[src/rtl/lpb_pkg.sv]
// Constants of the page buffer: configuration port layout and register map.
// Depends on nothing; used by the top level.
package lpb_pkg;

    localparam int unsigned CFG_W    = 5;
    localparam int unsigned APB_DW   = 32;
    localparam int unsigned APB_AW   = 3;

    // Register index, taken from paddr[2].
    localparam logic [0:0] REG_FRAMES_IN_USE = 1'b0;

    localparam logic [CFG_W-1:0] FRAMES_IN_USE_RST = 5'd16;

endpackage

[src/rtl/lru_page_buffer.sv]
// Buffer pool with least-recently-used replacement over up to MAX_FRAMES frames.
// A request is held in the input register, and its result in the result register.
// Throughput: one request per cycle while i_stall is low; the recency list is
// searched and shifted combinationally between the input and result registers.
// Reset (synchronous, i_rst_n low) empties the pool, restarts the free-frame
// counter at zero and sets frames_in_use to 16. Depends on lpb_pkg.
module lru_page_buffer #(
    parameter int unsigned MAX_FRAMES    = 16,
    parameter int unsigned PAGE_ID_WIDTH = 16
) (
    input  logic                             i_clk,
    input  logic                             i_rst_n,

    // Request channel.
    input  logic                             i_valid,
    output logic                             o_stall,
    input  logic [PAGE_ID_WIDTH-1:0]         i_page_number,

    // Result channel.
    output logic                             o_valid,
    input  logic                             i_stall,
    output logic                             o_hit,
    output logic [$clog2(MAX_FRAMES)-1:0]    o_frame_number,
    output logic                             o_evicted_valid,
    output logic [PAGE_ID_WIDTH-1:0]         o_evicted_page,

    // Configuration port.
    input  logic                             psel,
    input  logic                             penable,
    input  logic                             pwrite,
    input  logic [lpb_pkg::APB_AW-1:0]       paddr,
    input  logic [lpb_pkg::APB_DW-1:0]       pwdata,
    output logic [lpb_pkg::APB_DW-1:0]       prdata,
    output logic                             pready
);

    // Widths derived from the pool size. The count needs one more value than
    // the index, since a full pool holds MAX_FRAMES pages.
    localparam int unsigned IDX_W = $clog2(MAX_FRAMES);
    localparam int unsigned CNT_W = $clog2(MAX_FRAMES + 1);
    localparam int unsigned CMP_W = (CNT_W > lpb_pkg::CFG_W) ? CNT_W : lpb_pkg::CFG_W;

    // ------------------------------------------------------------------
    // Configuration register. Writes complete in the access phase; pready
    // is tied high so there are no wait states.
    // ------------------------------------------------------------------
    logic [lpb_pkg::CFG_W-1:0] r_frames_in_use;
    logic                      w_cfg_wr;
    logic                      w_cfg_sel;

    assign pready    = 1'b1;
    assign w_cfg_sel = (paddr[2] == lpb_pkg::REG_FRAMES_IN_USE);
    assign w_cfg_wr  = psel && penable && pwrite && w_cfg_sel;

    always_ff @(posedge i_clk) begin
        if (!i_rst_n) begin
            r_frames_in_use <= lpb_pkg::FRAMES_IN_USE_RST;
        end else if (w_cfg_wr) begin
            r_frames_in_use <= pwdata[lpb_pkg::CFG_W-1:0];
        end
    end

    // Reads of an address beyond the register map return zero.
    always_comb begin
        prdata = '0;
        if (w_cfg_sel) begin
            prdata = lpb_pkg::APB_DW'(r_frames_in_use);
        end
    end

    // ------------------------------------------------------------------
    // Input register. A request is held here while the result register is
    // occupied and stalled; otherwise it is processed in the following cycle,
    // which frees the register for the next transfer.
    // ------------------------------------------------------------------
    logic                     r_in_valid;
    logic [PAGE_ID_WIDTH-1:0] r_in_page;
    logic                     r_out_valid;
    logic                     w_fire;
    logic                     w_in_take;

    assign w_fire    = r_in_valid && (!r_out_valid || !i_stall);
    assign o_stall   = r_in_valid && !w_fire;
    assign w_in_take = i_valid && !o_stall;

    always_ff @(posedge i_clk) begin
        if (!i_rst_n) begin
            r_in_valid <= 1'b0;
        end else if (w_in_take) begin
            r_in_valid <= 1'b1;
        end else if (w_fire) begin
            r_in_valid <= 1'b0;
        end
    end

    always_ff @(posedge i_clk) begin
        if (w_in_take) begin
            r_in_page <= i_page_number;
        end
    end

    // ------------------------------------------------------------------
    // Recency list. Entry 0 is the most recently used page; only entries
    // below r_occ are meaningful. Every entry is compared with the request
    // in parallel, and the list shifts down by one up to the chosen entry
    // while the request is written at the front.
    // ------------------------------------------------------------------
    logic [PAGE_ID_WIDTH-1:0] r_slot_page  [MAX_FRAMES];
    logic [IDX_W-1:0]         r_slot_frame [MAX_FRAMES];
    logic [CNT_W-1:0]         r_occ;
    logic [IDX_W-1:0]         r_next_free;

    logic [PAGE_ID_WIDTH-1:0] n_slot_page  [MAX_FRAMES];
    logic [IDX_W-1:0]         n_slot_frame [MAX_FRAMES];
    logic [CNT_W-1:0]         n_occ;
    logic [IDX_W-1:0]         n_next_free;

    logic [CMP_W-1:0]         w_fiu_ext;
    logic [CMP_W-1:0]         w_cap_ext;
    logic [CMP_W-1:0]         w_occ_ext;
    logic                     w_hit;
    logic [IDX_W-1:0]         w_hit_idx;
    logic                     w_free;
    logic [IDX_W-1:0]         w_tail_idx;
    logic [IDX_W-1:0]         w_last;
    logic [IDX_W-1:0]         w_frame;
    logic                     w_evict;
    logic [PAGE_ID_WIDTH-1:0] w_evict_page;

    // The usable capacity: zero acts as one, and values above the pool size
    // saturate to it.
    always_comb begin
        w_fiu_ext = CMP_W'(r_frames_in_use);
        if (w_fiu_ext == '0) begin
            w_cap_ext = CMP_W'(1);
        end else if (w_fiu_ext > CMP_W'(MAX_FRAMES)) begin
            w_cap_ext = CMP_W'(MAX_FRAMES);
        end else begin
            w_cap_ext = w_fiu_ext;
        end
    end

    assign w_occ_ext = CMP_W'(r_occ);

    // Parallel tag compare. Resident pages are distinct, so at most one entry
    // matches; the scan still keeps the nearest one to the front.
    always_comb begin
        w_hit     = 1'b0;
        w_hit_idx = '0;
        for (int i = MAX_FRAMES - 1; i >= 0; i--) begin
            if ((CNT_W'(i) < r_occ) && (r_slot_page[i] == r_in_page)) begin
                w_hit     = 1'b1;
                w_hit_idx = IDX_W'(i);
            end
        end
    end

    // On an eviction the occupancy is at least one, so the tail index is
    // always a real entry when it is used.
    assign w_tail_idx   = IDX_W'(r_occ - CNT_W'(1));
    assign w_free       = !w_hit && (w_occ_ext < w_cap_ext);
    assign w_evict      = !w_hit && !w_free;
    assign w_evict_page = r_slot_page[w_tail_idx];

    always_comb begin
        if (w_hit) begin
            w_last  = w_hit_idx;
            w_frame = r_slot_frame[w_hit_idx];
        end else if (w_free) begin
            // A free fill means the pool is below its size, so r_occ fits.
            w_last  = IDX_W'(r_occ);
            w_frame = r_next_free;
        end else begin
            w_last  = w_tail_idx;
            w_frame = r_slot_frame[w_tail_idx];
        end
    end

    always_comb begin
        n_slot_page[0]  = r_in_page;
        n_slot_frame[0] = w_frame;
        for (int i = 1; i < MAX_FRAMES; i++) begin
            if (IDX_W'(i) <= w_last) begin
                n_slot_page[i]  = r_slot_page[i-1];
                n_slot_frame[i] = r_slot_frame[i-1];
            end else begin
                n_slot_page[i]  = r_slot_page[i];
                n_slot_frame[i] = r_slot_frame[i];
            end
        end
    end

    // The free-frame counter runs 0,1,2,... and wraps at the pool size.
    always_comb begin
        n_occ       = r_occ;
        n_next_free = r_next_free;
        if (w_free) begin
            n_occ = r_occ + CNT_W'(1);
            if (r_next_free == IDX_W'(MAX_FRAMES - 1)) begin
                n_next_free = '0;
            end else begin
                n_next_free = r_next_free + IDX_W'(1);
            end
        end
    end

    always_ff @(posedge i_clk) begin
        if (!i_rst_n) begin
            r_occ       <= '0;
            r_next_free <= '0;
        end else if (w_fire) begin
            r_occ       <= n_occ;
            r_next_free <= n_next_free;
        end
    end

    always_ff @(posedge i_clk) begin
        if (w_fire) begin
            r_slot_page  <= n_slot_page;
            r_slot_frame <= n_slot_frame;
        end
    end

    // ------------------------------------------------------------------
    // Result register. It is loaded whenever a request is processed and is
    // emptied by an output transfer with no new result behind it.
    // ------------------------------------------------------------------
    logic                     r_out_hit;
    logic [IDX_W-1:0]         r_out_frame;
    logic                     r_out_evicted_valid;
    logic [PAGE_ID_WIDTH-1:0] r_out_evicted_page;

    always_ff @(posedge i_clk) begin
        if (!i_rst_n) begin
            r_out_valid <= 1'b0;
        end else if (w_fire) begin
            r_out_valid <= 1'b1;
        end else if (!i_stall) begin
            r_out_valid <= 1'b0;
        end
    end

    always_ff @(posedge i_clk) begin
        if (w_fire) begin
            r_out_hit           <= w_hit;
            r_out_frame         <= w_frame;
            r_out_evicted_valid <= w_evict;
            r_out_evicted_page  <= w_evict ? w_evict_page : '0;
        end
    end

    assign o_valid         = r_out_valid;
    assign o_hit           = r_out_hit;
    assign o_frame_number  = r_out_frame;
    assign o_evicted_valid = r_out_evicted_valid;
    assign o_evicted_page  = r_out_evicted_page;

endmodule

[config.mk]
export PLATFORM = sky130hd
export DESIGN_NAME = lru_page_buffer
export DESIGN_NICKNAME = d
export VERILOG_FILES = /design/src/rtl/lpb_pkg.sv /design/src/rtl/lru_page_buffer.sv
export SDC_FILE = /design/constraint.sdc
export NUM_CORES = 1
export LEC_CHECK = 0
export BUFFER_PORTS_ARGS = -buffer_cell sky130_fd_sc_hd__buf_2
export CAP_MARGIN = 20
export CORE_ASPECT_RATIO = 0.9
export CORE_MARGIN = 2
export CORE_UTILIZATION = 55
export CTS_CLUSTER_DIAMETER = 50
export DETAILED_ROUTE_END_ITERATION = 8
export HOLD_SLACK_MARGIN = 0.12
export PLACE_DENSITY = 0.76
export SLEW_MARGIN = 20
export SYNTH_ARGS = -nofsm -noshare
export SYNTH_HDL_FRONTEND = slang
export SYNTH_SLANG_ARGS = --single-unit
[constraint.sdc]
create_clock -name i_clk -period 4.1 [get_ports i_clk]
set_clock_uncertainty 0.05 [all_clocks]
set_input_delay 0.205 -clock i_clk [delete_from_list [all_inputs] [get_ports i_clk]]
set_output_delay 0.205 -clock i_clk [all_outputs]
set_load 0.03 [all_outputs]
# Yosys cells after proc, flatten, opt, wreduce, memory -nomap -nowiden
# Cells that the tools add are included.
# word_totals
regBits	370
input_bits	58
elab_cells	202
output_inout_bits	57
# op_classes
mux	53
n_lt_le_gt_ge	35
reduce_logical	49
bitwise	3
n_eq_ne	18
add_sub_neg	3
# ops
operator	n
$eq A16 B16 Y1	16
$mux W4	25
$bmux W16 S4	1
$lt A4 B5 Y1 const A	8
$bmux W4 S4	2
$le A4 B4 Y1 const A	8
$mux W16	2
$reduce_and A2 Y1	16
$logic_and A1 B1 Y1	24
$lt A3 B5 Y1 const A	4
$mux W1	20
$le A3 B4 Y1 const A	4
$mux W5	3
$ge A5 B5 Y1 const B	2
$lt A1 B5 Y1 const A	2
$lt A2 B5 Y1 const A	2
$not A4 Y5	2
$le A2 B4 Y1 const A	2
$logic_not A1 Y1	6
$add A5 B1 Y5 const B	1
$gt A5 B5 Y1 const B	1
$logic_not A5 Y1	1
$lt A5 B5 Y1	1
$add A4 B1 Y4 const B	1
7 further kinds	7

# Depth between registers and ports, before layout
# Gate-level depths: netlist of the first run.
# depth
ltp_word	24
ltp_mapped	15
mapped_depth_nobuf	12

# Worst setup path before layout of the first run
# No wires, ideal clock.
# synth_timing
path_type	reg-to-reg
startpoint	register r_in_page[15]
endpoint	register r_slot_frame[0] in the netlist's numbering, enable pin
t_required_ps	3628
setup_time_ps	422
t_arrival_ps	3876
path_stages_with_launch	12
path_slack_ps	-249
n_path_buf	2
period_less_slack_ps	4349
cell_sequence	edfxtp_1 > buf_6 > buf_6 > xor2_1 > nor4b_1 > and4b_1 > a32o_1 > o21ai_1 > a311oi_2 > a21oi_1 > or3_1 > nor3_1
# synth_between
elab_chain_len	24
word_cells_on_any_way	70
cone_classes	order compare (1); eq/ne (16); mux (34); reduce/logical (19)
# synth_rtl
element	line	rtl
start: declaration	lru_page_buffer.sv:77	logic [PAGE_ID_WIDTH-1:0] r_in_page;
start signal: assignment	lru_page_buffer.sv:98	r_in_page <= i_page_number;
$eq A16 B16 Y1	lru_page_buffer.sv:151	if ((CNT_W'(i) < r_occ) && (r_slot_page[i] == r_in_page)) begin
$logic_and A1 B1 Y1	lru_page_buffer.sv:151	
$mux W1 (16 in a row)	lru_page_buffer.sv:151	
$logic_not A1 Y1	lru_page_buffer.sv:161	assign w_free = !w_hit && (w_occ_ext < w_cap_ext);
$logic_and A1 B1 Y1	lru_page_buffer.sv:161	
$mux W4	lru_page_buffer.sv:169	end else if (w_free) begin
$mux W4 (*)	lru_page_buffer.sv:166	if (w_hit) begin
$le A4 B4 Y1 (*)	lru_page_buffer.sv:183	if (IDX_W'(i) <= w_last) begin
$reduce_and A2 Y1 (no line) (*)	--	
end signal: assignment	lru_page_buffer.sv:220	r_slot_frame <= n_slot_frame;
end: declaration	lru_page_buffer.sv:109	logic [IDX_W-1:0] r_slot_frame [MAX_FRAMES];
# Mark *: on every way between the ends. The rest lies on a longest branch, timed or not.
# A chain may end at the register's enable or synchronous reset.

# Final worst setup path of the first run
# layout_timing
startpoint	register r_in_page[1]
endpoint	register r_slot_page[200] in the netlist's numbering, enable pin
# layout_between
elab_chain_len	24
word_cells_on_any_way	70
cone_classes	order compare (1); eq/ne (16); mux (34); reduce/logical (19)
# layout_rtl
element	line	rtl
$eq A16 B16 Y1	lru_page_buffer.sv:151	
$logic_and A1 B1 Y1	lru_page_buffer.sv:151	
$mux W1 (16 in a row)	lru_page_buffer.sv:151	
$logic_not A1 Y1	lru_page_buffer.sv:161	
$logic_and A1 B1 Y1	lru_page_buffer.sv:161	
$mux W4	lru_page_buffer.sv:169	
$mux W4 (*)	lru_page_buffer.sv:166	
$le A2 B4 Y1 (*)	lru_page_buffer.sv:183	
$reduce_and A2 Y1 (no line) (*)	--	
end signal: assignment	lru_page_buffer.sv:219	r_slot_page <= n_slot_page;
end: declaration	lru_page_buffer.sv:108	logic [PAGE_ID_WIDTH-1:0] r_slot_page [MAX_FRAMES];
# Marked as above.

==> impl_metrics.json, run 1 <==
{
  "fmax_mhz": 246,
  "ctsHtreeMaxLevel": 2,
  "wl_per_cell_um": 26.4,
  "cp-start-kind": "flop",
  "final_max_slew_viol_count": 0,
  "hold_viol": 0,
  "layout.nets": 1630,
  "crit_type": "flop to flop",
  "endpoint_kind": "flop",
  "setup_violations": 0,
  "synth_simple_gate_area_share": 0.117,
  "numCtsBuffers": 43,
  "gp_congestion": 1.01,
  "dpl-instance-area_um2": 21200,
  "grt_start_max_net_pins": 41,
  "critPathLaunch": "r_in_page[1]",
  "synthFlopType": "edfxtp_1",
  "yosys_warnings": 0,
  "dieWidth_um": 203,
  "crit_arrival_ps": 4330,
  "power.density_nw_per_um2": 386,
  "die_h_um": 183,
  "wl_mm": 54.6,
  "holdWs_ps": 286,
  "path_buf_inv": 5,
  "via_per_inst": 6.32,
  "initialDrtViolationCount": 1601,
  "fin_crit_ps": 4070,
  "overflow": 0,
  "synth_cells": 1367,
  "hold-path-cell-count": 2,
  "yosys.area_share.adder": 0.00448,
  "dieArea_um2": 37100,
  "cap_violations": 0,
  "grt_pass1_wl_mm": 80.2,
  "r2r_slack_ps": 30,
  "ys_seq_area_frac": 0.560,
  "grtUsageTotal": 0.296,
  "dp_hpwl_mm": 41.5,
  "worstMarginPinSlew_ps": 750,
  "layout_setup_ws_ps": 29.3,
  "cts_buffer_depth": 3,
  "async_flop_share": 0,
  "synth_top_area_cell": "edfxtp_1",
  "cp_slowest_cell": "edfxtp_1",
  "drc_errors": 0,
  "initial_core_util": 0.558,
  "ioPinCount": 115,
  "first_global_vias": 12800,
  "cp.required_ps": 4360,
  "antenna_found_initial": 0,
  "cpMostUsedCell": "buf_4",
  "r2r-start": "r_in_page[1]",
  "antenna_cells": 0,
  "synth.area.top_cells": "edfxtp_1, mux4_2, xor2_1, xnor2_1, nor4_1",
  "synth_compound_area_frac": 0.0353,
  "min_path_type": "input pin to flop",
  "power.leakage_uw": 0.00785,
  "synth-seq-cells": 370,
  "netlist_area_um2": 19500,
  "vias": 13100,
  "synth_edf_count": 354,
  "syn_area_per_cell_um2": 14.3,
  "seqCellArea_um2": 11000,
  "min_from": "i_page_number[1]",
  "layout-drive-gt1-share": 0.269,
  "clock-sinks": 370,
  "clkLatencyLatePin_ps": 580,
  "design.core.area_um2": 35100,
  "ff2ff_path_depth": 16,
  "place_ws_ps": -134,
  "dr.pass1.iters": 8,
  "status": "complete, no violations",
  "slew_headroom": 0.493,
  "drtAntennaViolNets": 0,
  "ir_drop_mv": 0.376,
  "root_buffer": "clkbuf_16",
  "slowest_delay_ps": 430,
  "synthMuxAreaShare": 0.123,
  "cpLargestDelayFamily": "simple AND/OR/NAND/NOR gates",
  "multi_input_area_um2": 8160,
  "total_power_uw": 8900,
  "synthXorXnorAreaFrac": 0.120,
  "synth_top_area_frac": 0.544,
  "ys_types": 75,
  "synth_top_family_by_area": "multiplexers",
  "period_share": 0.993,
  "num_rows": 65,
  "synthToLayoutAreaGrowth_pct": 17.9,
  "cp_max_fo": 20,
  "path_depth": 16,
  "nFillCells": 2477,
  "finish.instance_area_um2": 23000,
  "cts_tree": "built",
  "path_cells": "buf_12, buf_4, xnor2_1, nand4b_1, or4_1, nor4b_2, nor2_1, nand4_1, and3b_2, buf_4, a21oi_1, nand2b_1, and2_1, buf_4, nand2_1, buf_12",
  "port_buffers": 57,
  "clk_pin_slew_ps": 60,
  "finalSetupTns_ps": 0
}
==> cells by family after synthesis <==
logic type	after synthesis
AND/OR/NAND/NOR	382
AO/OA/AOI/OAI	98
buffers and inverters	121
XOR/XNOR	268
other	2
multiplexers	119
flip-flops	370
adder cells (fa/ha/maj)	7
==> synthesized netlist by cell type, drive strengths merged, types with 4 or more instances <==
master	instances
a21o	5
a31oi	9
nand4	33
and4	5
ha	7
and2	12
nand3b	5
a311oi	4
nor2	36
nor3b	5
nand3	37
a21oi	16
a211oi	8
nor2b	15
and3	19
mux2i	21
xor2	181
nand4b	10
edfxtp	354
or3	10
clkbuf	20
buf	86
or3b	5
inv	15
o21ai	27
mux4	96
xnor2	87
nand2	52
dfxtp	16
nor4	71
or2	7
nor3	25
nand2b	7
nor4b	17
==> state kept, by name, summed over array words and instances (netlist names) <==
name             flops
r_slot_frame        60
r_frames_in_use      5
r_in_page           16
r_in_valid           1
o_evicted_valid      1
o_evicted_page      16
o_frame_number       4
r_slot_page        256
o_hit                1
r_next_free          4
r_occ                5
o_valid              1
==> per-stage QoR <==
step           utilization  instances
6_report             0.657       2068
3_5_place_dp         0.604       1952
2_1_floorplan            -       1393
3_3_place_gp         0.604       1952
5_1_grt              0.657       2068
4_1_cts              0.652       2062
==> routing by layer <==
| layer | routed length, µm | share of wire | track usage | vias up |
|---|---|---|---|---|
| met5 | 0 | 0 | 0 | - |
| met4 | 2030 | 0.037 | 0.111 | 0 |
| met3 | 5810 | 0.11 | 0.0661 | 130 |
| met2 | 25100 | 0.46 | 0.463 | 792 |
| met1 | 21700 | 0.40 | 0.408 | 6486 |
| li1 | - | - | - | 5664 |
==> path summary, 6_finish.rpt <==
check / to
setup / recovery: r_slot_page[200]
hold / removal: r_in_page[1]
hold reg to reg: r_slot_frame[59]
setup reg to reg: r_slot_page[200]
==> power by group <==
part	internal, µW	switching (µW)	total (µW)
Sequential	4150	36.5	4190
Clock	2040	1610	3650
Combinational	452	616	1070
==> cell usage in the layout (no fill, tap or decap), types with 15 or more instances in the layout <==
cell / instances
xor2_1: 175
mux4_2: 96
nor3_1: 19
nand2_1: 52
nor2_1: 31
buf_2: 57
nor4_1: 63
clkbuf_16: 44
nand3_1: 37
nand4_1: 33
conb_1: 28
buf_12: 21
dlygate4sd3_1: 31
xnor2_1: 83
edfxtp_1: 354
mux2i_1: 21
buf_4: 122
dfxtp_1: 15
and3_1: 19
o21ai_0: 21
==> layout make-up <==
class                   instances  share of cell area
flip-flops and latches        370               0.475
inverters                      15             0.00244
clock buffers                  56              0.0506
well taps                     469              0.0255
clock inverters                23             0.00738
repair buffers                233              0.0848
multi-input cells             902               0.354
==> timing repair <==
action	4_1_cts	5_1_grt
buffers inserted	0	6
hold buffers	31	0
hold endpoints to repair	32	0
gates resized for setup	5	24
endpoints found under the setup margin	80	232
pin swaps	0	5
Power figures use the tool's default switching activity.
==> inputs of run 2 (changes only) <==
--- a/config.mk
+++ b/config.mk
@@ -9,11 +9,11 @@
 export CAP_MARGIN = 20
 export CORE_ASPECT_RATIO = 0.9
 export CORE_MARGIN = 2
-export CORE_UTILIZATION = 55
+export CORE_UTILIZATION = 56
 export CTS_CLUSTER_DIAMETER = 50
 export DETAILED_ROUTE_END_ITERATION = 8
 export HOLD_SLACK_MARGIN = 0.12
-export PLACE_DENSITY = 0.76
+export PLACE_DENSITY = 0.77
 export SLEW_MARGIN = 20
 export SYNTH_ARGS = -nofsm -noshare
 export SYNTH_HDL_FRONTEND = slang
==> run 2 against run 1 <==
Compared with the run above:
- register-to-register slack better by 20 ps
- routed wire length up 0.27%
- global-route usage up 0.44 points
- sequential power about the same
- flip-flop and latch count unchanged
==> impl_metrics.json, run 2 (same netlist as run 1, synthesis figures left out) <==
{
  "min_from": "i_page_number[1]",
  "hold-path-cell-count": 2,
  "ff2ff_path_depth": 13,
  "clkLatencyLatePin_ps": 550,
  "slew_headroom": 0.330,
  "fin_util": 0.664,
  "layout_common_cells": "edfxtp_1, xor2_1, mux4_2",
  "port_buffers": 57,
  "r2r_slack_ps": 50,
  "initialDrtViolationCount": 1714,
  "dieWidth_um": 201,
  "num_rows": 64,
  "antenna_found_initial": 2,
  "seqCellArea_um2": 11000,
  "r2r_end": "o_frame_number[2]",
  "period_share": 0.988,
  "fin_crit_ps": 4050,
  "cp.required_ps": 4350,
  "grt_start_max_net_pins": 39,
  "slowest_delay_ps": 670,
  "hold_viol": 0,
  "overflow": 0,
  "path_cells": "buf_4, xor2_1, nor4b_1, and3_1, and2_1, nor4bb_1, or4_1, a31oi_1, buf_4, nor2_1, o2111a_1, a32o_1, nor2_2",
  "layout_commonest_cell": "edfxtp_1",
  "status": "complete, no violations",
  "dieArea_um2": 36400,
  "worstMarginPinSlew_ps": 1000,
  "design.core.area_um2": 34200,
  "die_h_um": 181,
  "final_max_slew_viol_count": 0,
  "wl_mm": 54.8,
  "power.density_nw_per_um2": 389,
  "grtUsageTotal": 0.300,
  "layout.nets": 1595,
  "total_power_uw": 8840,
  "cpLargestDelayFamily": "simple AND/OR/NAND/NOR gates",
  "cpMostUsedCell": "buf_4",
  "clk_pin_slew_ps": 60,
  "clock-sinks": 370,
  "path_buf_inv": 2,
  "drc_errors": 0,
  "hold_end": "r_in_page[1]",
  "initial_core_util": 0.572,
  "dr.pass1.iters": 6,
  "vias": 13200,
  "ir_drop_mv": 0.313,
  "numCtsBuffers": 43,
  "grt_pass1_wl_mm": 80.5,
  "gp_congestion": 0.985,
  "min_path_type": "input pin to flop",
  "root_buffer": "clkbuf_16",
  "cp_max_fo": 7,
  "setup_violations": 0,
  "cp-start-kind": "flop",
  "via_per_inst": 6.50,
  "crit_arrival_ps": 4300,
  "fmax_mhz": 247,
  "holdWs_ps": 315,
  "finalSetupTns_ps": 0,
  "first_global_vias": 12800,
  "multi_input_area_um2": 8090,
  "largestRegisters": "r_slot_page: 256 flops, r_slot_frame: 60 flops",
  "regMostFlops": "r_slot_page",
  "dp_hpwl_mm": 41.4,
  "synthToLayoutAreaGrowth_pct": 16.1,
  "ioPinCount": 115,
  "cap_violations": 0,
  "crit_type": "flop to flop",
  "cts_tree": "built",
  "cts_buffer_depth": 3,
  "layout-drive-gt1-share": 0.248,
  "cp_slowest_cell": "nor4bb_1",
  "drtAntennaViolNets": 0,
  "endpoint_kind": "flop",
  "r2r-start": "r_in_page[3]",
  "nFillCells": 2437,
  "antenna_cells": 0,
  "ctsHtreeMaxLevel": 2,
  "power.leakage_uw": 0.00763,
  "largest_reg_flops": 256,
  "wl_per_cell_um": 27.0
}
## run 2: worst max-delay path by stage
stage,startpoint,endpoint,slack (ps),depth (start not counted)
3_5_place_dp,r_in_page[10],r_slot_page[231],100,15
4_1_cts,r_in_page[4],r_slot_page[231],60,15
5_1_grt,r_occ[3],r_slot_page[66],-40,14
6_report,r_in_page[3],o_frame_number[2],50,13
3_3_place_gp,r_in_page[0],r_slot_page[231],150,15
2_1_floorplan,r_in_page[10],r_slot_frame[32],3,13
## run 2: cell type report
cell class | count | area share
clock buffers | 48 | 0.0482
clock inverters | 30 | 0.00926
inverters | 15 | 0.00265
multi-input cells | 902 | 0.356
flip-flops and latches | 370 | 0.483
well taps | 462 | 0.0255
repair buffers | 198 | 0.0753
## run 2: layer usage
metal | up-vias | wire [µm] | track usage
li1 | 5598 | - | -
met1 | 6605 | 21600 | 0.413
met2 | 839 | 25400 | 0.475
met3 | 120 | 6170 | 0.0774
met4 | 2 | 1640 | 0.0868
met5 | - | 17 | 0
## run 2: through the flow
step / area [µm²] / cells / setup WS [ps]
after floorplan: 19600 / 1393 / 3.20
after global placement: 20900 / 1907 / 152
after detailed placement: 20900 / 1907 / 96.1
after CTS: 22500 / 2016 / 61.7
after global routing: 22700 / 2025 / -36.1
final: 22700 / 2025 / 47.8
## run 2: report_power, final
| group | total [µW] | internal (µW) | leakage [µW] | switching, µW |
|---|---|---|---|---|
| logic | 1040 | 438 | 0.00366 | 603 |
| clock network | 3590 | 2010 | 0.000626 | 1590 |
| registers | 4200 | 4150 | 0.00335 | 49.9 |
## run 2: what timing repair did
action                                 CTS  global route
setup endpoints to repair                0           291
resized for setup                        0            17
endpoints found under the hold margin   32             0
hold buffers                            31             0
buffers inserted                         0             9
## run 2: worst reg2reg max path, delay by kind of cell (launching register included)
family,cells,cell delay (ps)
simple gates,7,1660
buf+inv,2,480
xor+xnor,1,250
flops,1,630
compound gates,3,730
==> inputs of run 3 (changes only) <==
--- a/config.mk
+++ b/config.mk
@@ -7,7 +7,7 @@
 export LEC_CHECK = 0
 export BUFFER_PORTS_ARGS = -buffer_cell sky130_fd_sc_hd__buf_2
 export CAP_MARGIN = 20
-export CORE_ASPECT_RATIO = 0.9
+export CORE_ASPECT_RATIO = 1.2
 export CORE_MARGIN = 2
 export CORE_UTILIZATION = 56
 export CTS_CLUSTER_DIAMETER = 50
==> run 3 against run 2 <==
Compared with the run above:
- critical path depth rose by 2
- global-route usage fell by 0.68 points
- combinational power about the same
- register-to-register slack better by 50 ps
- cell count decreased by 0.40%
- hold slack got worse by 12 ps
- fmax is 1.2% higher
- cell area down 0.24%
- via count is 2.6% lower
- count of clock-buffer cells in the layout down 2
- critical path type unchanged
==> impl_metrics.json, run 3 (same netlist as run 1, synthesis figures left out) <==
{
  "dieWidth_um": 175,
  "seqCellArea_um2": 11000,
  "endpoint_kind": "flop",
  "drc_errors": 0,
  "numCtsBuffers": 42,
  "final_max_slew_viol_count": 0,
  "antenna_found_initial": 1,
  "power.leakage_uw": 0.00765,
  "die_h_um": 209,
  "min_from": "i_page_number[8]",
  "vias": 12800,
  "cts_buffer_depth": 3,
  "r2r-start": "r_in_page[9]",
  "wl_per_cell_um": 26.4,
  "dpl-instance-area_um2": 20800,
  "hold_viol": 0,
  "via_per_inst": 6.36,
  "clock-sinks": 370,
  "root_buffer": "clkbuf_16",
  "dp_hpwl_mm": 40.8,
  "dr.pass1.iters": 6,
  "fin_crit_ps": 4000,
  "clkLatencyLatePin_ps": 560,
  "initialDrtViolationCount": 1613,
  "nFillCells": 2433,
  "layout.nets": 1595,
  "critPathLaunch": "r_in_page[9]",
  "overflow": 0,
  "num_rows": 74,
  "ctsHtreeMaxLevel": 2,
  "wl_mm": 53.2,
  "port_buffers": 57,
  "gp_congestion": 1.00,
  "min_path_type": "input pin to flop",
  "first_global_vias": 12700,
  "fmax_mhz": 250,
  "layout-drive-gt1-share": 0.242,
  "design.core.area_um2": 34300,
  "regMostFlops": "r_slot_page",
  "synthToLayoutAreaGrowth_pct": 15.8,
  "largestRegisters": "r_slot_page: 256 flops, r_slot_frame: 60 flops",
  "cp_max_fo": 20,
  "setup_violations": 0,
  "largest_reg_flops": 256,
  "antenna_cells": 0,
  "clk_pin_slew_ps": 60,
  "layout_common_cells": "edfxtp_1, xor2_1, mux4_2",
  "slew_headroom": 0.471,
  "cp.required_ps": 4360,
  "grtUsageTotal": 0.293,
  "ioPinCount": 115,
  "initial_core_util": 0.570,
  "cp-start-kind": "flop",
  "grt_pass1_wl_mm": 78.7,
  "drtAntennaViolNets": 0,
  "period_share": 0.976,
  "ir_drop_mv": 0.323,
  "cap_violations": 0,
  "crit_type": "flop to flop",
  "status": "complete, no violations",
  "grt_start_max_net_pins": 39,
  "worstMarginPinSlew_ps": 786,
  "dieArea_um2": 36400,
  "holdWs_ps": 304,
  "power.density_nw_per_um2": 390,
  "multi_input_area_um2": 8040,
  "crit_arrival_ps": 4270,
  "layout_commonest_cell": "edfxtp_1",
  "finish.instance_area_um2": 22600,
  "cts_tree": "built"
}
## run 3: routing by layer
| metal | vias to the layer above | track usage | part of all wire |
|---|---|---|---|
| met5 | - | 0 | 0.00023 |
| met4 | 2 | 0.139 | 0.050 |
| met3 | 157 | 0.0397 | 0.078 |
| met2 | 742 | 0.491 | 0.49 |
| met1 | 6337 | 0.382 | 0.38 |
| li1 | 5585 | - | - |
## run 3: critical path, stage by stage, from the launching register on
cell,delay [ps]
edfxtp_1,360
buf_4,190
buf_4,170
xor2_1,160
nor4_1,310
nand2_1,110
nor4_1,710
nor4_1,180
o21ai_1,200
a311oi_2,200
a21oi_1,250
buf_4,170
nand2b_1,130
and2_1,230
nand2_1,140
buf_12,180
## run 3: timing repair
item / 4_1_cts / 5_1_grt
setup buffers: 0 / 13
endpoints found under the setup margin: 0 / 204
resized for setup: 0 / 10
hold buffers: 31 / 0
hold endpoints to repair: 32 / 0
## run 3: through the flow
stage	TNS (ps)	setup WS [ps]	cells	power [µW]	util
after floorplan	0	3.20	1393	4950	-
after global placement	0	135	1898	5220	0.608
after detailed placement	0	47.9	1898	5240	0.608
after CTS	0	10.5	2004	8840	0.656
after global routing	-424	-26.7	2017	9040	0.661
final	0	96.4	2017	8820	0.661
## run 3: power breakdown
group          switching [µW]  total (µW)  internal (µW)
registers                37.6        4190           4150
logic                     594        1030            435
clock network            1570        3600           2030
## run 3: layout make-up
class	instances	area share
sequential	370	0.484
multi-input combinational	902	0.355
timing repair buffer	199	0.0753
clock buffer	46	0.0471
tap	456	0.0252
clock inverter	29	0.0107
inverter	15	0.00249
## run 3: worst paths after layout
| check | endpoint | slack (ps) | cells past startpoint |
|---|---|---|---|
| max reg2reg | r_slot_page[197] | 100 | 15 |
| max | r_slot_page[197] | 100 | 15 |
| min reg2reg | r_slot_frame[58] | 400 | 0 |
| min | r_in_page[8] | 300 | 2 |
